### config.mk
export PLATFORM = sky130hd
export DESIGN_NAME = utf8_to_utf16_decoder_top
export DESIGN_NICKNAME = d
export VERILOG_FILES = /design/src/rtl/u8u16_pkg.sv /design/src/rtl/u8u16_front.sv /design/src/rtl/u8u16_queue.sv /design/src/rtl/u8u16_back.sv /design/src/rtl/utf8_to_utf16_decoder_top.sv
export SDC_FILE = /design/constraint.sdc
export NUM_CORES = 1
export LEC_CHECK = 0
export BUFFER_PORTS_ARGS = -buffer_cell sky130_fd_sc_hd__buf_2
export CAP_MARGIN = 20
export CORE_AREA = 2 2 124 126
export CTS_BUF_LIST = sky130_fd_sc_hd__clkbuf_8
export DETAILED_ROUTE_END_ITERATION = 8
export DIE_AREA = 0 0 126 128
export PLACE_DENSITY = 0.57
export SYNTH_ARGS = -nofsm -noshare
export SYNTH_HDL_FRONTEND = slang
export SYNTH_SLANG_ARGS = --single-unit
### constraint.sdc
create_clock -name aclk -period 4.7 [get_ports aclk]
set_input_delay 0.235 -clock aclk [delete_from_list [all_inputs] [get_ports aclk]]
set_output_delay 0.235 -clock aclk [all_outputs]
set_load 0.01 [all_outputs]
### src/rtl/u8u16_pkg.sv
package u8u16_pkg;

    // default depth of the queue between front and back
    localparam int unsigned QUEUE_DEPTH = 4;

    localparam int unsigned CP_W = 21;

    // sequence lengths of the open sequence
    localparam logic [2:0] SEQ_NONE = 3'd0;
    localparam logic [2:0] SEQ_TWO  = 3'd2;
    localparam logic [2:0] SEQ_THREE = 3'd3;
    localparam logic [2:0] SEQ_FOUR = 3'd4;

    // code point limits
    localparam logic [CP_W-1:0] MIN_TWO   = 21'h000080;
    localparam logic [CP_W-1:0] MIN_THREE = 21'h000800;
    localparam logic [CP_W-1:0] MIN_FOUR  = 21'h010000;
    localparam logic [CP_W-1:0] CP_MAX    = 21'h10FFFF;
    localparam logic [CP_W-1:0] BMP_MAX   = 21'h00FFFF;
    localparam logic [CP_W-1:0] SURR_LO   = 21'h00D800;
    localparam logic [CP_W-1:0] SURR_HI   = 21'h00DFFF;

    localparam logic [15:0] HIGH_SURR_BASE = 16'hD800;
    localparam logic [15:0] LOW_SURR_BASE  = 16'hDC00;

    // one decoded code point waiting for output
    typedef struct packed {
        logic [CP_W-1:0] cp;
        logic            pair;
    } unit_job_t;

    // front to queue
    typedef struct packed {
        logic      push;
        unit_job_t job;
    } queue_push_t;

    // queue to back
    typedef struct packed {
        logic      valid;
        unit_job_t job;
    } queue_head_t;

endpackage

### src/rtl/u8u16_front.sv
module u8u16_front (
    input  logic                    aclk,
    input  logic                    aresetn,
    input  logic                    s_valid,
    output logic                    s_ready,
    input  logic [7:0]              s_in_byte,
    input  logic                    s_end_of_string,
    input  logic                    q_full,
    output u8u16_pkg::queue_push_t  push_o
);
    import u8u16_pkg::*;

    logic [CP_W-1:0] cp_reg, cp_next;
    logic [1:0]      need_reg, need_next;
    logic [2:0]      len_reg, len_next;
    logic            accept;
    logic [CP_W-1:0] shifted;
    logic [CP_W-1:0] min_cp;
    logic            fin_ok;
    logic            as_lead;
    logic            push;
    unit_job_t       job;

    assign s_ready = !q_full;
    assign accept  = s_valid && s_ready;
    assign shifted = {cp_reg[CP_W-7:0], s_in_byte[5:0]};

    // smallest legal value for the open sequence length
    always_comb begin
        unique case (len_reg)
            SEQ_TWO:   min_cp = MIN_TWO;
            SEQ_THREE: min_cp = MIN_THREE;
            default:   min_cp = MIN_FOUR;
        endcase
    end

    assign fin_ok = (shifted >= min_cp) && (shifted <= CP_MAX)
                    && !((shifted >= SURR_LO) && (shifted <= SURR_HI));

    // byte classification and sequence tracking
    always_comb begin
        cp_next   = cp_reg;
        need_next = need_reg;
        len_next  = len_reg;
        push      = 1'b0;
        job.cp    = shifted;
        job.pair  = shifted > BMP_MAX;
        as_lead   = 1'b1;
        if (need_reg != 2'd0) begin
            if (s_in_byte[7:6] == 2'b10) begin
                as_lead   = 1'b0;
                cp_next   = shifted;
                need_next = need_reg - 2'd1;
                if (need_reg == 2'd1) begin
                    push     = fin_ok;
                    cp_next  = '0;
                    len_next = SEQ_NONE;
                end
            end else begin
                cp_next   = '0;
                need_next = 2'd0;
                len_next  = SEQ_NONE;
            end
        end
        if (as_lead) begin
            priority if (s_in_byte[7] == 1'b0) begin
                push     = 1'b1;
                job.cp   = {{(CP_W-8){1'b0}}, s_in_byte};
                job.pair = 1'b0;
            end else if (s_in_byte[7:5] == 3'b110) begin
                cp_next   = {{(CP_W-5){1'b0}}, s_in_byte[4:0]};
                need_next = 2'd1;
                len_next  = SEQ_TWO;
            end else if (s_in_byte[7:4] == 4'b1110) begin
                cp_next   = {{(CP_W-4){1'b0}}, s_in_byte[3:0]};
                need_next = 2'd2;
                len_next  = SEQ_THREE;
            end else if (s_in_byte[7:3] == 5'b11110) begin
                cp_next   = {{(CP_W-3){1'b0}}, s_in_byte[2:0]};
                need_next = 2'd3;
                len_next  = SEQ_FOUR;
            end else begin
                // stray continuation or invalid lead: dropped
                cp_next = cp_next;
            end
        end
        if (s_end_of_string) begin
            cp_next   = '0;
            need_next = 2'd0;
            len_next  = SEQ_NONE;
        end
    end

    assign push_o.push = push && accept;
    assign push_o.job  = job;

    // sequence state
    always_ff @(posedge aclk) begin
        if (!aresetn) begin
            cp_reg   <= '0;
            need_reg <= 2'd0;
            len_reg  <= SEQ_NONE;
        end else if (accept) begin
            cp_reg   <= cp_next;
            need_reg <= need_next;
            len_reg  <= len_next;
        end
    end

    a_eos_clears: assert property (@(posedge aclk) disable iff (!aresetn)
        (accept && s_end_of_string) |=> (need_reg == 2'd0 && len_reg == SEQ_NONE))
        else $error("end of string left a sequence open");

    a_len_covers_need: assert property (@(posedge aclk) disable iff (!aresetn)
        (need_reg != 2'd0) |-> (len_reg > {1'b0, need_reg}))
        else $error("bytes still needed exceed sequence length");

endmodule

### src/rtl/u8u16_queue.sv
module u8u16_queue #(
    parameter int unsigned DEPTH = u8u16_pkg::QUEUE_DEPTH
) (
    input  logic                    aclk,
    input  logic                    aresetn,
    input  u8u16_pkg::queue_push_t  push_i,
    input  logic                    pop,
    output logic                    full,
    output u8u16_pkg::queue_head_t  head_o
);
    import u8u16_pkg::*;

    localparam int unsigned PTR_W = (DEPTH > 1) ? $clog2(DEPTH) : 1;
    localparam int unsigned CNT_W = $clog2(DEPTH + 1);
    localparam logic [PTR_W-1:0] LAST_PTR = PTR_W'(DEPTH - 1);
    localparam logic [CNT_W-1:0] FULL_CNT = CNT_W'(DEPTH);

    unit_job_t        mem [DEPTH];
    logic [PTR_W-1:0] wr_ptr_reg, wr_ptr_next;
    logic [PTR_W-1:0] rd_ptr_reg, rd_ptr_next;
    logic [CNT_W-1:0] count_reg, count_next;
    logic             do_pop;

    assign full         = (count_reg == FULL_CNT);
    assign head_o.valid = (count_reg != '0);
    assign head_o.job   = mem[rd_ptr_reg];
    assign do_pop       = pop && head_o.valid;

    // pointer and fill count update
    always_comb begin
        wr_ptr_next = wr_ptr_reg;
        rd_ptr_next = rd_ptr_reg;
        count_next  = count_reg;
        if (push_i.push) begin
            wr_ptr_next = (wr_ptr_reg == LAST_PTR) ? '0 : wr_ptr_reg + 1'b1;
        end
        if (do_pop) begin
            rd_ptr_next = (rd_ptr_reg == LAST_PTR) ? '0 : rd_ptr_reg + 1'b1;
        end
        unique case ({push_i.push, do_pop})
            2'b10:   count_next = count_reg + 1'b1;
            2'b01:   count_next = count_reg - 1'b1;
            default: count_next = count_reg;
        endcase
    end

    always_ff @(posedge aclk) begin
        if (!aresetn) begin
            wr_ptr_reg <= '0;
            rd_ptr_reg <= '0;
            count_reg  <= '0;
        end else begin
            wr_ptr_reg <= wr_ptr_next;
            rd_ptr_reg <= rd_ptr_next;
            count_reg  <= count_next;
        end
    end

    // storage
    always_ff @(posedge aclk) begin
        if (push_i.push) begin
            mem[wr_ptr_reg] <= push_i.job;
        end
    end

    a_no_overflow: assert property (@(posedge aclk) disable iff (!aresetn)
        full |-> !push_i.push)
        else $error("push into a full queue");

endmodule

### src/rtl/u8u16_back.sv
module u8u16_back (
    input  logic                    aclk,
    input  logic                    aresetn,
    input  u8u16_pkg::queue_head_t  head_i,
    output logic                    pop,
    output logic                    m_valid,
    input  logic                    m_ready,
    output logic [15:0]             m_code_unit,
    output logic                    m_last_of_run
);
    import u8u16_pkg::*;

    logic            phase_reg, phase_next;
    logic [CP_W-1:0] offset;
    logic [15:0]     high_unit;
    logic [15:0]     low_unit;
    logic            take;

    // surrogate pair split
    assign offset    = head_i.job.cp - MIN_FOUR;
    assign high_unit = HIGH_SURR_BASE + {6'b0, offset[19:10]};
    assign low_unit  = LOW_SURR_BASE + {6'b0, offset[9:0]};

    assign m_valid       = head_i.valid;
    assign take          = m_valid && m_ready;
    assign m_last_of_run = !head_i.job.pair || phase_reg;
    assign m_code_unit   = !head_i.job.pair ? head_i.job.cp[15:0]
                         : (phase_reg ? low_unit : high_unit);
    assign pop           = take && m_last_of_run;

    // which half of a pair is on the output
    always_comb begin
        phase_next = phase_reg;
        if (take) begin
            phase_next = !m_last_of_run;
        end
    end

    always_ff @(posedge aclk) begin
        if (!aresetn) begin
            phase_reg <= 1'b0;
        end else begin
            phase_reg <= phase_next;
        end
    end

    a_phase_on_pair: assert property (@(posedge aclk) disable iff (!aresetn)
        phase_reg |-> (head_i.valid && head_i.job.pair))
        else $error("low surrogate phase without a pair at the head");

endmodule

### src/rtl/utf8_to_utf16_decoder_top.sv
// output: a decoded code point is written into the queue and drives the outputs once it reaches its head
// throughput: one byte per cycle while the queue is not full; a surrogate pair goes out as high then low unit
// the queue of QUEUE_DEPTH decoded code points absorbs pairs and output stalls
// reset: aresetn synchronous active low, clears sequence state, queue and pair phase
module utf8_to_utf16_decoder_top #(
    parameter int unsigned QUEUE_DEPTH = u8u16_pkg::QUEUE_DEPTH
) (
    input  logic        aclk,
    input  logic        aresetn,
    input  logic        s_valid,
    output logic        s_ready,
    input  logic [7:0]  s_in_byte,
    input  logic        s_end_of_string,
    output logic        m_valid,
    input  logic        m_ready,
    output logic [15:0] m_code_unit,
    output logic        m_last_of_run
);
    import u8u16_pkg::*;

    queue_push_t push;
    queue_head_t head;
    logic        q_full;
    logic        pop;

    // byte classification
    u8u16_front u_front (
        .aclk            (aclk),
        .aresetn         (aresetn),
        .s_valid         (s_valid),
        .s_ready         (s_ready),
        .s_in_byte       (s_in_byte),
        .s_end_of_string (s_end_of_string),
        .q_full          (q_full),
        .push_o          (push)
    );

    // decoded code point queue
    u8u16_queue #(
        .DEPTH (QUEUE_DEPTH)
    ) u_queue (
        .aclk    (aclk),
        .aresetn (aresetn),
        .push_i  (push),
        .pop     (pop),
        .full    (q_full),
        .head_o  (head)
    );

    // code unit output
    u8u16_back u_back (
        .aclk          (aclk),
        .aresetn       (aresetn),
        .head_i        (head),
        .pop           (pop),
        .m_valid       (m_valid),
        .m_ready       (m_ready),
        .m_code_unit   (m_code_unit),
        .m_last_of_run (m_last_of_run)
    );

endmodule
## After elaboration in Yosys (flattened, before gate mapping)

Memories as Yosys holds them, arrays and structs flattened. A register that Yosys moved wholly into a read port is not among the register bits.
Cells that the tools add are included.

- $mul: 0
- Bitwise logic cells: 0
- Mux-type cells: 45
- Div/mod/pow operators: 0
- Equal/unequal tests: 12
- Add/sub/neg operators: 8
- Reductions and logical operators: 16
- Magnitude comparators: 5
- Shifts and indexed selects: 0

Operators by type and width:

| kind | number |
|---|---|
| 21-bit 2-to-1 mux | 9 |
| 22-bit 2-to-1 mux | 2 |
| 17-bit case mux with 2 select lines | 1 |
| 15-bit by 11-bit adder with 16-bit output (first input constant) | 2 |
| 16-bit 2-to-1 mux | 2 |
| 3-bit 2-to-1 mux | 9 |
| 2-bit 2-to-1 mux | 12 |
| 21-bit by 16-bit greater-or-equal comparator with 1-bit output (second input constant) | 1 |
| 21-bit by 17-bit greater-or-equal comparator with 1-bit output | 1 |
| 21-bit by 16-bit greater-than comparator with 1-bit output (second input constant) | 1 |
| 21-bit by 16-bit <= comparator with 1-bit output (second input constant) | 1 |
| 21-bit <= comparator (second input constant) | 1 |
| 20-bit by 17-bit subtractor with 20-bit output (second input constant) | 1 |
| 1-bit 2-to-1 mux | 9 |
| 2-bit == test (second input constant) | 4 |
| 1-bit logical AND | 8 |
| 3-bit by 2-bit == test with 1-bit output (second input constant) | 2 |
| 3-bit == test (second input constant) | 2 |
| 3-bit case mux with 2 select lines | 1 |
| 5-bit == test (second input constant) | 1 |
| 2-bit by 1-bit adder with 2-bit output (second input constant) | 2 |
| 2-bit by 1-bit == test with 1-bit output (second input constant) | 2 |
| 4-bit == test (second input constant) | 1 |
| 1-bit logical NOT | 4 |
| other kinds (6) | 7 |

- Bits in latches: 0
- Output and inout bits: 19
- Logic and storage cells: 94
- ROM bits: 0
- Memories kept: 1
- RAM bits: 88
- Register bits after elaboration: 34
- Bits of input ports: 13

Memories:

| memory | depth | width | rd ports | clocked after memory_dff | write ports | RTL line | RTL |
|---|---|---|---|---|---|---|---|
| u_queue.mem | 4 | 22 | 1 | 1 | 1 | u8u16_queue.sv:18 | `unit_job_t mem [DEPTH];` |

## Longest topological paths before layout

- Depth after elaboration: 13
- Mapped depth: 14

## Hierarchy

Synthesis repeated with hierarchy kept, for this count alone.

- Cells, all modules: 357
- Area, all modules: 5248.8 sq um

Modules (own cells, without submodules):

| module | area an instance (sq um) | seq. area each (sq um) | cells an instance | times used |
|---|---|---|---|---|
| u8u16_queue | 3648.5 | 2822.7 | 165 | 1 |
| u8u16_front | 1290.0 | 400.4 | 156 | 1 |
| u8u16_back | 310.3 | 20.0 | 36 | 1 |

## Worst setup path before layout

OpenSTA, ideal clock, no wires.

- Kind: register to register
- Start point: register u_front.len_reg[1]
- End point: register u_queue.count_reg[2]
- Buffers on the path: 0
- Library setup time: 0.076 ns
- Arrival: 2.813 ns
- Path slack: 1.811 ns
- Stages on the path, launching flop included: 14
- Period minus slack after synthesis: 2.889 ns
- Cell sequence: dfxtp_1 nor2b_1 nor2b_1 ha_1 or4b_2 nor4_1 o22a_4 inv_1 ha_1 inv_1 fa_1 xor2_1 or3_1 a21boi_0

- Longest elaborated chain between the ends: 13

Ends and longest elaborated chain:

| element | RTL line | RTL |
|---|---|---|
| start, declared | u8u16_front.sv:15 | `logic [2:0] len_reg, len_next;` |
| start signal, assigned | u8u16_front.sv:106 | `len_reg <= len_next;` |
| 3-bit by 2-bit == test with 1-bit output | u8u16_front.sv:30 | `unique case (len_reg)` |
| 17-bit case mux with 2 select lines * | u8u16_front.sv:30 |  |
| 21-bit by 17-bit greater-or-equal comparator with 1-bit output * | u8u16_front.sv:37 | `assign fin_ok = (shifted >= min_cp) && (shifted <= CP_MAX)` |
| 1-bit logical AND * | u8u16_front.sv:37 |  |
| 1-bit logical AND * | u8u16_front.sv:38 | `&& !((shifted >= SURR_LO) && (shifted <= SURR_HI));` |
| 1-bit 2-to-1 mux * | u8u16_front.sv:54 | `if (need_reg == 2'd1) begin` |
| 1-bit 2-to-1 mux * | u8u16_front.sv:50 | `if (s_in_byte[7:6] == 2'b10) begin` |
| 1-bit 2-to-1 mux * | u8u16_front.sv:49 | `if (need_reg != 2'd0) begin` |
| 1-bit 2-to-1 mux | u8u16_front.sv:66 | `priority if (s_in_byte[7] == 1'b0) begin` |
| 1-bit 2-to-1 mux * | u8u16_front.sv:65 | `if (as_lead) begin` |
| 1-bit logical AND * | u8u16_front.sv:94 | `assign push_o.push = push && accept;` |
| 2-bit by 1-bit == test with 1-bit output or 2-bit == test (tied branches) | u8u16_queue.sv:40 | `unique case ({push_i.push, do_pop})` |
| 3-bit case mux with 2 select lines or 2-bit nonzero test (tied branches) | n/a |  |
| end signal, assigned | u8u16_queue.sv:55 | `count_reg <= count_next;` |
| end, declared | u8u16_queue.sv:21 | `logic [CNT_W-1:0] count_reg, count_next;` |

Mark *: on every way between the ends. The rest lies on a longest branch, timed or not.
A chain may end at the register's enable or synchronous reset.

## Final worst setup path

Ends and elaborated chain as after synthesis.

==> impl_metrics.csv <==
group,metric,value,unit
status,status,"complete, no violations",
route,drc_errors,0,
finish,n_antenna_cell,0,
logic_synthesis,yosysSeqAreaShare,61.0,%
route,drt_wl_total,10700,µm
setup_path,crit_path_end_kind,"register",
logic_synthesis,synth_edf_count,84,
route,via_per_inst,4.97,
timing,slew_headroom,57.4,%
clocking,cts_tree,"yes",
global_route,grt_pass1_vias,3021,
setup_path,crit_buf_inv,2,
clocking,cts_inserted_buffers,17,
timing,holdWs,0.0781,ns
finish,syn2layout_area_growth,14.2,%
logic_synthesis,yosysWarnings,0,
timing,finalCriticalPeriod,3.10,ns
finish,drive_gt1_share,26.4,%
placement,place.detailed.hpwl,7200,µm
global_route,use_met2,22.4,%
clocking,post-cts-setup-buffers,0,
global_route,busiest_layer,"met2",
clocking,clk_latency,0.42,ns
logic_synthesis,synth_ff_type,"edfxtp_1",
setup_path,required,5.05,ns
global_route,use_met1,18.7,%
logic_synthesis,synthCells,365,
power_and_ir_drop,vdd_drop_max,0.162,mV
setup_path,critical_path.cell_chain,"nor2b_1 -> nor2b_1 -> ha_1 -> or4b_2 -> nor4_1 -> o22a_4 -> inv_1 -> ha_1 -> inv_1 -> fa_1 -> xor2_1 -> or3_1 -> a21boi_0",
global_route,grt_usage,14.1,%
timing,skew,0.0114,ns
timing,rsz0062_at_grt,"no",
global_route,antenna_found_initial,0,
clocking,cts_hold_buf,0,
clocking,htree_levels,4,
global_route,grt_max_degree,25,
logic_synthesis,yosysUniqueCellTypes,62,
setup_path,crit_start,"u_front.len_reg[1]$_SDFFE_PN0P_",
clocking,cts.sinks,114,
global_route,grt_pass1_wl,17100,µm
logic_synthesis,synth-seq-cells,114,
timing,worstMarginPinSlew,0.635,ns
logic_synthesis,syn_nets,391,
setup_path,worst_r2r_endpoint,"u_queue.count_reg[2]$_SDFFE_PN0P_",
setup_path,crit_family,"simple AND/OR/NAND/NOR gates",
finish,mostFrequentLayoutCells,"edfxtp_1 (84), nand2_1 (31), buf_2 (31)",
setup_path,reg2reg_slack,1.60,ns
logic_synthesis,async_reset_ff_share,0,%
finish,finalNetCount,433,
timing,finalHoldViolCount,0,
floorplanning,start_util,34.4,%
setup_path,path_depth,13,
worst_hold_path,hold_end,"u_queue.mem[2][1]$_DFFE_PP_",
floorplanning,die_area,0.0161,mm²
clocking,clkTransAtPathRegs,0.07,ns
timing,final-setup-viol-count,0,
floorplanning,io_pins,32,
worst_hold_path,whs_path_depth,1,
finish,largest_register_ffs,84,
route,via_count,3019,
timing,tns,0,ns
setup_path,start_kind,"register",
finish,n_fill_cell,1421,
worst_hold_path,min_from,"s_in_byte[0]",
global_route,grt-ovfl-total,0,
clocking,cts-resized-gates,0,
logic_synthesis,netlist_area,0.00512,mm²
finish,mostFrequentLayoutCell,"edfxtp_1",
timing,max_freq,323,MHz
floorplanning,placementRows,45,
floorplanning,die_height,128,µm
power_and_ir_drop,p_leak,1.92,nW
floorplanning,die-width,126,µm
setup_path,crit_type,"register to register",
floorplanning,coreArea,0.0149,mm²
setup_path,critPathMaxFanout,7,
route,ant_nets,0,
timing,drv_slew,0,
setup_path,cpPeakStageDelay,0.57,ns
clocking,root_buffer,"clkbuf_8",
placement,dpl-instance-area,0.00545,mm²
setup_path,rr_startpoint,"u_front.len_reg[1]$_SDFFE_PN0P_",
job,maxCapViolCount,0,
clocking,clock_path_buffers,2,
worst_hold_path,hold_class,"input port to register",
placement,io_buffers,31,
finish,design_area,0.00585,mm²
route,drt_iter0_drc,177,
logic_synthesis,syn_area_per_cell,14.0,µm²
setup_path,cp.arrival,3.44,ns
global_route,use_met3,4.47,%
setup_path,worst_path_max_delay_cell,"or4b_2",
route,drt_first_pass_iters,4,
placement,place_congestion,0.774,
route,wl_per_cell,17.6,µm
timing,fin_crit_sh,65.9,%
power_and_ir_drop,p_per_area,342,mW/mm²
setup_path,reg2reg_depth,13,
## metal layers
| metal | routed length (µm) | vias to the layer above |
|---|---|---|
| met4 | 55 | 0 |
| met1 | 4950 | 1491 |
| li1 | - | 1468 |
| met3 | 542 | 4 |
| met5 | 0 | - |
| met2 | 5140 | 56 |
## stage by stage
step | setup slack, ns | cells | power, mW | utilization [%]
global placement | 1.44 | 574 | 1.21 | 36.6
finish | 1.60 | 608 | 2.00 | 39.3
CTS | 1.41 | 606 | 2.02 | 39.0
detailed placement | 1.43 | 574 | 1.22 | 36.6
global route | 1.26 | 608 | 2.08 | 39.3
floorplan | 1.81 | 365 | 1.18 | -
## cell usage after synthesis (2+ instances only)
| library cell | instances | area (µm²) |
|---|---|---|
| a21boi_0 | 6 | 45.0 |
| a21o_1 | 2 | 15.0 |
| a21oi_1 | 14 | 70.1 |
| a22oi_1 | 3 | 22.5 |
| a32oi_1 | 2 | 17.5 |
| and2_1 | 20 | 125 |
| buf_2 | 3 | 15.0 |
| buf_4 | 2 | 15.0 |
| clkbuf_1 | 5 | 18.8 |
| clkbuf_8 | 2 | 27.5 |
| dfxtp_1 | 30 | 601 |
| edfxtp_1 | 84 | 2520 |
| ha_1 | 12 | 150 |
| inv_1 | 13 | 48.8 |
| mux2_2 | 8 | 90.1 |
| mux2i_1 | 5 | 50.1 |
| mux4_2 | 21 | 473 |
| nand2_1 | 31 | 116 |
| nand2b_1 | 2 | 12.5 |
| nand3_1 | 13 | 65.1 |
| nor2_1 | 11 | 41.3 |
| nor2b_1 | 14 | 87.6 |
| nor3_1 | 3 | 15.0 |
| nor4_1 | 2 | 12.5 |
| o21a_1 | 2 | 15.0 |
| o21ai_0 | 11 | 55.1 |
| o31ai_1 | 2 | 15.0 |
| or2_2 | 4 | 25.0 |
| or3_1 | 2 | 12.5 |
| or4_1 | 2 | 15.0 |
| xnor2_1 | 3 | 26.3 |
## power by group
part	switching (mW)	internal [mW]	leakage, nW
clock network	0.395	0.410	0.170
logic	0.0644	0.0433	0.745
registers	0.00440	1.08	1.00
## how the worst max path moves through the flow
stage	to
floorplan	u_queue.count_reg[2]$_SDFFE_PN0P_
global placement	u_queue.mem[2][7]$_DFFE_PP_
detailed placement	u_queue.mem[2][7]$_DFFE_PP_
CTS	u_queue.mem[2][19]$_DFFE_PP_
global route	u_queue.count_reg[2]$_SDFFE_PN0P_
finish	u_queue.count_reg[2]$_SDFFE_PN0P_
## kinds of logic (layout without fill, tap and decap cells)
family | count (synthesis) | in the layout | synth area share (%)
AND/OR/NAND/NOR | 117 | 117 | 12.7
flip-flops | 114 | 114 | 61.0
AO/OA/AOI/OAI | 54 | 54 | 7.26
multiplexers | 34 | 34 | 12.0
buffers and inverters | 29 | 84 | 3.08
adder cells (fa/ha/maj) | 13 | 13 | 3.32
XOR/XNOR | 4 | 4 | 0.684
## area by class of cell
class                           count  area (µm²)  share of cell area (%)
Timing Repair Buffer               39         243                    4.15
Multi-Input combinational cell    222        1840                    31.5
Inverter                           13        48.8                   0.835
Tap cell                          188         235                    4.02
Sequential cell                   114        3120                    53.4
Clock buffer                       17         234                    4.00
Clock inverter                     15         123                    2.10
(Power assumes the default switching activity.)
